### config.mk
export PLATFORM = sky130hd
export DESIGN_NAME = ordered_key_value_table_core
export DESIGN_NICKNAME = d
export VERILOG_FILES = /design/src/rtl/okvt_pkg.sv /design/src/rtl/ordered_key_value_table_core.sv /design/src/rtl/okvt_ctrl.sv /design/src/rtl/okvt_datapath.sv
export SDC_FILE = /design/constraint.sdc
export NUM_CORES = 2
export LEC_CHECK = 0
export BUFFER_PORTS_ARGS = -buffer_cell sky130_fd_sc_hd__buf_2
export CORE_UTILIZATION = 40
export DETAILED_ROUTE_END_ITERATION = 16
export MAX_ROUTING_LAYER = met4
export PLACE_DENSITY_LB_ADDON = 0.15
export SYNTH_ARGS = -nofsm -noshare
export SYNTH_HDL_FRONTEND = slang
export SYNTH_SLANG_ARGS = --single-unit
export TNS_END_PERCENT = 30
### constraint.sdc
create_clock -name clk_i -period 9.6 [get_ports clk_i]
set_clock_uncertainty 0.05 [all_clocks]
set_input_delay 0 -clock clk_i [delete_from_list [all_inputs] [get_ports clk_i]]
set_output_delay 0 -clock clk_i [all_outputs]
set_load 0.1 [all_outputs]
### src/rtl/okvt_pkg.sv
`timescale 1ns / 1ps

package okvt_pkg;

  // Table geometry
  localparam int CAPACITY   = 16;
  localparam int KEY_BYTES  = 8;
  localparam int VALUE_BITS = 32;

  // Fixed field widths of the ports
  localparam int KIND_W      = 3;
  localparam int KEY_W       = 64;
  localparam int VAL_IN_W    = 32;
  localparam int INDEX_W     = 4;
  localparam int COUNT_OUT_W = 5;

  // Entry position and fill count widths
  localparam int POS_W = (CAPACITY > 1) ? $clog2(CAPACITY) : 1;
  localparam int CNT_W = $clog2(CAPACITY + 1);

  // Operation codes
  localparam logic [KIND_W-1:0] KIND_SET    = 3'd0;
  localparam logic [KIND_W-1:0] KIND_GET    = 3'd1;
  localparam logic [KIND_W-1:0] KIND_EXISTS = 3'd2;
  localparam logic [KIND_W-1:0] KIND_DELETE = 3'd3;
  localparam logic [KIND_W-1:0] KIND_KEY_AT = 3'd4;
  localparam logic [KIND_W-1:0] KIND_COUNT  = 3'd5;

  // Controller to datapath commands
  typedef struct packed {
    logic capture;  // latch an accepted operation
    logic lookup;   // register the key search
    logic exec;     // update the table and load the result
  } okvt_cmd_t;

endpackage

### src/rtl/ordered_key_value_table_core.sv
// The input transfer is captured, the key search (compare against every
//   live entry) is registered, then the table is updated and the result
//   loaded; a new operation is accepted in the execute step of the last.
// A pending result stalls the update stage until it is taken.
// Reset (rst_ni low, asynchronous): table empties, no result pending;
//   no clearing pass, the block accepts right after reset.
`timescale 1ns / 1ps

module ordered_key_value_table_core (
  input  logic                                  clk_i,
  input  logic                                  rst_ni,
  // operation channel
  input  logic                                  in_valid_i,
  output logic                                  in_stall_o,
  input  logic [okvt_pkg::KIND_W-1:0]           kind_i,
  input  logic [okvt_pkg::KEY_W-1:0]            key_i,
  input  logic [okvt_pkg::VAL_IN_W-1:0]         value_i,
  input  logic [okvt_pkg::INDEX_W-1:0]          index_i,
  // result channel
  output logic                                  out_valid_o,
  input  logic                                  out_stall_i,
  output logic                                  ok_o,
  output logic [okvt_pkg::VAL_IN_W-1:0]         value_out_o,
  output logic [okvt_pkg::KEY_W-1:0]            key_out_o,
  output logic [okvt_pkg::COUNT_OUT_W-1:0]      entry_count_o
);

  // Commands from the sequencer: capture the transfer, register the
  // search, then apply the update and load the result register.
  okvt_pkg::okvt_cmd_t cmd;

  // Sequencer: idle -> lookup -> execute. A new transfer is taken in the
  // execute cycle when the result slot frees up, so operations overlap
  // by one stage and the table is already updated when the next search runs.
  okvt_ctrl u_ctrl (
    .clk_i       (clk_i),
    .rst_ni      (rst_ni),
    .in_valid_i  (in_valid_i),
    .in_stall_o  (in_stall_o),
    .out_valid_o (out_valid_o),
    .out_stall_i (out_stall_i),
    .cmd_o       (cmd)
  );

  // Table storage, parallel key compare, shift-down on delete and the
  // result register.
  okvt_datapath u_datapath (
    .clk_i         (clk_i),
    .rst_ni        (rst_ni),
    .cmd_i         (cmd),
    .kind_i        (kind_i),
    .key_i         (key_i),
    .value_i       (value_i),
    .index_i       (index_i),
    .ok_o          (ok_o),
    .value_out_o   (value_out_o),
    .key_out_o     (key_out_o),
    .entry_count_o (entry_count_o)
  );

endmodule

### src/rtl/okvt_ctrl.sv
`timescale 1ns / 1ps

module okvt_ctrl (
  input  logic                 clk_i,
  input  logic                 rst_ni,
  input  logic                 in_valid_i,
  output logic                 in_stall_o,
  output logic                 out_valid_o,
  input  logic                 out_stall_i,
  output okvt_pkg::okvt_cmd_t  cmd_o
);

  localparam logic [1:0] ST_IDLE   = 2'd0;
  localparam logic [1:0] ST_LOOKUP = 2'd1;
  localparam logic [1:0] ST_EXEC   = 2'd2;

  logic [1:0] state_q, state_d;
  logic       out_valid_q, out_valid_d;
  logic       out_free;
  logic       accept;

  assign out_free   = !out_valid_q || !out_stall_i;
  assign in_stall_o = !((state_q == ST_IDLE) || ((state_q == ST_EXEC) && out_free));
  assign accept     = in_valid_i && !in_stall_o;

  assign cmd_o.capture = accept;
  assign cmd_o.lookup  = (state_q == ST_LOOKUP);
  assign cmd_o.exec    = (state_q == ST_EXEC) && out_free;

  always_comb begin
    state_d = state_q;
    unique case (state_q)
      ST_IDLE: begin
        if (accept) state_d = ST_LOOKUP;
      end
      ST_LOOKUP: begin
        state_d = ST_EXEC;
      end
      ST_EXEC: begin
        if (out_free) state_d = accept ? ST_LOOKUP : ST_IDLE;
      end
      default: begin
        state_d = ST_IDLE;
      end
    endcase
  end

  always_comb begin
    out_valid_d = out_valid_q;
    if (cmd_o.exec) out_valid_d = 1'b1;
    else if (!out_stall_i) out_valid_d = 1'b0;
  end

  always_ff @(posedge clk_i or negedge rst_ni) begin
    if (!rst_ni) begin
      state_q     <= ST_IDLE;
      out_valid_q <= 1'b0;
    end else begin
      state_q     <= state_d;
      out_valid_q <= out_valid_d;
    end
  end

  assign out_valid_o = out_valid_q;

`ifndef SYNTHESIS
  a_lookup_then_exec: assert property (@(posedge clk_i) disable iff (!rst_ni)
    (state_q == ST_LOOKUP) |=> (state_q == ST_EXEC))
    else $error("lookup not followed by execute");

  a_exec_loads_result: assert property (@(posedge clk_i) disable iff (!rst_ni)
    cmd_o.exec |=> out_valid_q)
    else $error("executed operation left no result");

  a_exec_waits_for_slot: assert property (@(posedge clk_i) disable iff (!rst_ni)
    ((state_q == ST_EXEC) && out_valid_q && out_stall_i) |=> (state_q == ST_EXEC))
    else $error("execute left while result slot was occupied");
`endif

endmodule

### src/rtl/okvt_datapath.sv
`timescale 1ns / 1ps

module okvt_datapath (
  input  logic                                  clk_i,
  input  logic                                  rst_ni,
  input  okvt_pkg::okvt_cmd_t                   cmd_i,
  input  logic [okvt_pkg::KIND_W-1:0]           kind_i,
  input  logic [okvt_pkg::KEY_W-1:0]            key_i,
  input  logic [okvt_pkg::VAL_IN_W-1:0]         value_i,
  input  logic [okvt_pkg::INDEX_W-1:0]          index_i,
  output logic                                  ok_o,
  output logic [okvt_pkg::VAL_IN_W-1:0]         value_out_o,
  output logic [okvt_pkg::KEY_W-1:0]            key_out_o,
  output logic [okvt_pkg::COUNT_OUT_W-1:0]      entry_count_o
);

  localparam int CAP   = okvt_pkg::CAPACITY;
  localparam int VB    = okvt_pkg::VALUE_BITS;
  localparam int POS_W = okvt_pkg::POS_W;
  localparam int CNT_W = okvt_pkg::CNT_W;
  localparam int KEY_W = okvt_pkg::KEY_W;

  // Table storage and fill count
  logic [KEY_W-1:0] key_store_q [CAP];
  logic [KEY_W-1:0] key_store_d [CAP];
  logic [VB-1:0]    value_store_q [CAP];
  logic [VB-1:0]    value_store_d [CAP];
  logic [CNT_W-1:0] count_q, count_d;

  // Latched operation
  logic [okvt_pkg::KIND_W-1:0]  kind_q;
  logic [KEY_W-1:0]             key_q, key_canon;
  logic [VB-1:0]                value_q;
  logic [okvt_pkg::INDEX_W-1:0] index_q;

  // Search result
  logic [CAP-1:0]   match;
  logic             hit_q, hit_d;
  logic [POS_W-1:0] pos_q, pos_d;

  // Result register
  logic                                  ok_q, ok_d;
  logic [okvt_pkg::VAL_IN_W-1:0]         vout_q, vout_d;
  logic [KEY_W-1:0]                      kout_q, kout_d;
  logic [okvt_pkg::COUNT_OUT_W-1:0]      cnt_out_q;

  // Cut the key at its first zero byte
  always_comb begin
    logic alive;
    alive     = 1'b1;
    key_canon = '0;
    for (int b = 0; b < okvt_pkg::KEY_BYTES; b++) begin
      alive = alive && (key_i[8*b +: 8] != 8'd0);
      if (alive) key_canon[8*b +: 8] = key_i[8*b +: 8];
    end
  end

  // Compare against every live entry; live keys are unique, so OR-encode
  always_comb begin
    pos_d = '0;
    for (int i = 0; i < CAP; i++) begin
      match[i] = (i < int'(count_q)) && (key_store_q[i] == key_q);
      if (match[i]) pos_d = pos_d | POS_W'(i);
    end
    hit_d = |match;
  end

  always_comb begin
    key_store_d   = key_store_q;
    value_store_d = value_store_q;
    count_d       = count_q;
    ok_d          = 1'b0;
    vout_d        = '0;
    kout_d        = '0;
    case (kind_q)
      okvt_pkg::KIND_SET: begin
        if (hit_q) begin
          value_store_d[pos_q] = value_q;
          ok_d                 = 1'b1;
        end else if (count_q < CNT_W'(CAP)) begin
          key_store_d[count_q[POS_W-1:0]]   = key_q;
          value_store_d[count_q[POS_W-1:0]] = value_q;
          count_d                           = count_q + CNT_W'(1);
          ok_d                              = 1'b1;
        end
      end
      okvt_pkg::KIND_GET: begin
        if (hit_q) begin
          ok_d   = 1'b1;
          vout_d = okvt_pkg::VAL_IN_W'(value_store_q[pos_q]);
        end
      end
      okvt_pkg::KIND_EXISTS: begin
        ok_d = hit_q;
      end
      okvt_pkg::KIND_DELETE: begin
        if (hit_q) begin
          // shift everything above the hit down one place
          for (int j = 0; j < CAP - 1; j++) begin
            if (int'(pos_q) <= j) begin
              key_store_d[j]   = key_store_q[j+1];
              value_store_d[j] = value_store_q[j+1];
            end
          end
          count_d = count_q - CNT_W'(1);
          ok_d    = 1'b1;
        end
      end
      okvt_pkg::KIND_KEY_AT: begin
        if (int'(index_q) < int'(count_q)) begin
          ok_d = 1'b1;
          for (int i = 0; i < CAP; i++) begin
            if (int'(index_q) == i) kout_d = key_store_q[i];
          end
        end
      end
      okvt_pkg::KIND_COUNT: begin
        ok_d = 1'b1;
      end
      default: begin
        ok_d = 1'b0;
      end
    endcase
  end

  always_ff @(posedge clk_i or negedge rst_ni) begin
    if (!rst_ni) begin
      count_q <= '0;
    end else if (cmd_i.exec) begin
      count_q <= count_d;
    end
  end

  always_ff @(posedge clk_i) begin
    if (cmd_i.capture) begin
      kind_q  <= kind_i;
      key_q   <= key_canon;
      value_q <= VB'(value_i);
      index_q <= index_i;
    end
    if (cmd_i.lookup) begin
      hit_q <= hit_d;
      pos_q <= pos_d;
    end
    if (cmd_i.exec) begin
      key_store_q   <= key_store_d;
      value_store_q <= value_store_d;
      ok_q          <= ok_d;
      vout_q        <= vout_d;
      kout_q        <= kout_d;
      cnt_out_q     <= okvt_pkg::COUNT_OUT_W'(count_d);
    end
  end

  assign ok_o          = ok_q;
  assign value_out_o   = vout_q;
  assign key_out_o     = kout_q;
  assign entry_count_o = cnt_out_q;

`ifndef SYNTHESIS
  a_count_in_range: assert property (@(posedge clk_i) disable iff (!rst_ni)
    cmd_i.exec |=> (int'(count_q) <= CAP))
    else $error("entry count beyond capacity");
`endif

endmodule
==> results.py <==
metrics = {
    "synthesis": {
        "synth-compound-area-share": 0.178,
        "synth_edf_count": 1746,
        "yosys.area_share.simple": 0.0805,
        "ys_warn_count": 0,
        "synth_top_family_by_area": "compound AO/OA/AOI/OAI gates",
        "synthXorXnorAreaFrac": 0.0901,
        "syn-cell-area_um2": 94300,
        "synth_seq_cells": 1754,
        "synth_cells": 7850,
        "synth_fa_ha_area_frac": 0.00106,
        "synth_nets": 7965,
        "seq_area_frac_synth": 0.558,
        "ys_types": 77,
        "synth_ff_type": "edfxtp_1",
        "ys_async_sr_fraction": 0.00456,
        "synthMuxAreaShare": 0.0541,
        "avgSynthCellArea_um2": 12.0,
    },
    "clock_network": {
        "insertion_delay_ns": 0.89,
        "tritoncts": "built",
        "cts_root_buf": "clkbuf_16",
        "cts_setup_buffers": 0,
        "cts_resized": 0,
        "htree_levels": 4,
        "cts-buffers-inserted": 199,
        "holdBufCountCts": 255,
        "numClockSinks": 1754,
        "clockBufferDepth": 3,
        "path_clk_slew_ns": 0.07,
    },
    "routing": {
        "routed_wl_mm": 479,
        "via_count": 77400,
        "drt-initial-drc-count": 13300,
        "first_pass_iters": 6,
        "drc": 0,
        "antenna_left": 0,
        "viasPerCell": 6.87,
        "routedWlPerCell_um": 42.5,
    },
    "power_and_ir_drop": {
        "power_w": 0.0209,
        "peakVddDrop_mv": 0.156,
        "powerDensity_nw_per_um2": 194,
        "p_leak_nw": 34.7,
    },
    "sta": {
        "setup_tns_ns": 0,
        "finalHoldViolations": 0,
        "maxSlewHeadroom": 0.00843,
        "finalSetupViolCount": 0,
        "clock.fmax_mhz": 199,
        "fin_crit_ns": 5.01,
        "worst_pin_slew_ns": 1.48,
        "rsz0062_at_grt": "false",
        "fin_crit_sh": 0.522,
        "finalMaxSlewViolations": 0,
    },
    "die": {
        "fp.dieH_um": 488,
        "io_pins": 211,
        "placementRows": 177,
        "die_w_um": 488,
        "die_area_um2": 238000,
        "core_area_um2": 233000,
        "start_util": 0.404,
    },
    "worst_setup_path": {
        "arrival_ns": 5.57,
        "worstSetupEndpointType": "flip-flop",
        "cp_max_fo": 78,
        "cp.required_ns": 10.16,
        "crit_type": "reg2reg",
        "cp-start-kind": "flip-flop",
    },
    "outcome": {
        "status": "finished, violations left",
        "violations": "capacitance limit",
    },
    "global_route": {
        "grt_first_pass_wirelength_mm": 639,
        "grt_pass1_vias": 71000,
        "overflow": 0,
        "antenna_found_initial": 21,
        "grt_usage": 0.404,
        "grt_max_degree": 220,
    },
    "layout": {
        "nets": 8062,
        "area_delta_synth_final_pct": 14.3,
        "mostFrequentLayoutCells": "edfxtp_1 (1746), a22o_1 (951), xnor2_1 (745)",
        "final_common_cell": "edfxtp_1",
        "nFillCells": 21300,
        "drive_gt1_frac": 0.133,
    },
    "hold_path": {
        "hold_path.class": "in2reg",
    },
    "placed_design": {
        "place_hpwl_mm": 326,
        "gp_congestion": 1.10,
        "port_buffers": 210,
    },
    "flow_run": {
        "drv_cap": 1,
    },
}
## critical path, stage by stage (launching register included)
cell and delay (ns):
edfxtp_1 0.41, buf_12 0.43, buf_4 0.58, nand2b_4 0.73
buf_4 0.64, nor2_1 0.08, a21oi_1 0.15, o22ai_1 0.28
a31oi_1 0.49, nor2_1 0.13, a211oi_1 0.50
## final timing paths
path	from	endpoint	slack, ns	depth (start not counted)
worst max-delay path	u_datapath.index_q[0]	u_datapath.key_out_o[51]	4.59	10
max in group asynchronous	rst_ni	u_datapath.count_q[4]	8.83	3
worst max register to register	u_datapath.index_q[0]	u_datapath.key_out_o[51]	4.59	10
min in group asynchronous	rst_ni	u_ctrl.state_q[1]	0.20	3
worst min register to register	u_datapath.value_store_q[354]	u_datapath.value_store_q[386]	0.49	2
worst min-delay path	key_i[56]	u_datapath.key_q[56]	0.07	3
## final cells by class
type                       instances  area [um2]  area share
timing repair buffer             713        5550      0.0515
inverter                          64         243     0.00225
antenna                           21        52.6    0.000488
sequential                      1754       52600       0.488
tap                             3132        3920      0.0364
clock buffer                     252        5270      0.0489
clock inverter                   110         968     0.00899
multi-input combinational       5215       39100       0.363
## layer usage
layer	part of all wire	track usage	vias up
met5	0	-	-
met4	0.065	0.208	0
met3	0.12	0.122	1173
met2	0.44	0.589	6127
met1	0.38	0.505	39800
li1	-	-	30300
## cell families (layout without fill, tap and decap cells)
group	Yosys count	after routing
other cells	0	21
compound gates	2364	2364
mux	289	289
xor+xnor	970	970
simple gates	1584	1584
buf+inv	881	1139
flops	1754	1754
fa+ha+maj	8	8
## per-stage QoR
step | utilization | setup slack [ns] | cells | area (um2) | hold slack (ns)
after floorplan | - | 2.72 | 7850 | 94300 | -0.346
after global placement | 0.424 | 4.93 | 10600 | 98900 | -0.148
after detailed placement | 0.424 | 4.90 | 10600 | 98900 | -0.142
after CTS | 0.461 | 4.88 | 11200 | 108000 | 0.00136
after global routing | 0.462 | 4.62 | 11300 | 108000 | 0.0892
final | 0.462 | 4.59 | 11300 | 108000 | 0.0720
## cells in the mapped netlist (all sizes together), types with 5 or more instances
library cell	number	area share
o211ai	5	0.00040
clkbuf	578	0.023
mux2i	82	0.0087
a21o	7	0.00056
nand2	688	0.027
mux2	34	0.0041
nand2b	37	0.0025
dfrtp	8	0.0021
xnor2	745	0.069
nand3	32	0.0017
nor3	58	0.0031
o22ai	158	0.010
o221a	13	0.0016
inv	64	0.0025
nand4	204	0.014
a31oi	63	0.0042
o2bb2ai	7	0.00065
a2bb2oi	32	0.0030
a222oi	6	0.00064
o2111ai	10	0.00093
and2	118	0.0078
o21ai	576	0.031
nor2b	47	0.0031
xor2	225	0.021
a211oi	65	0.0052
nor4	116	0.0078
nor2	239	0.0095
edfxtp	1746	0.56
mux4	173	0.041
a22oi	153	0.012
ha	8	0.0011
o221ai	21	0.0020
o21a	5	0.00040
a21oi	249	0.013
a221oi	11	0.0010
and3	20	0.0013
a22o	951	0.088
buf	239	0.012
## flip-flops by register name (all words and copies together), names as in the netlist, 2 cells and up
name	flops
u_datapath.index_q	4
u_datapath.pos_q	4
u_datapath.key_q	64
u_datapath.kind_q	3
u_datapath.entry_count_o	5
u_datapath.count_q	5
u_datapath.key_out_o	64
u_datapath.value_q	32
u_datapath.value_store_q	512
u_ctrl.state_q	2
u_datapath.key_store_q	1024
u_datapath.value_out_o	32
## report_power, final
part           internal [W]  switching, W
Sequential          0.00870      0.000210
Clock               0.00419       0.00343
Combinational       0.00107       0.00333
Total                0.0140       0.00697
(Power assumes the default switching activity.)
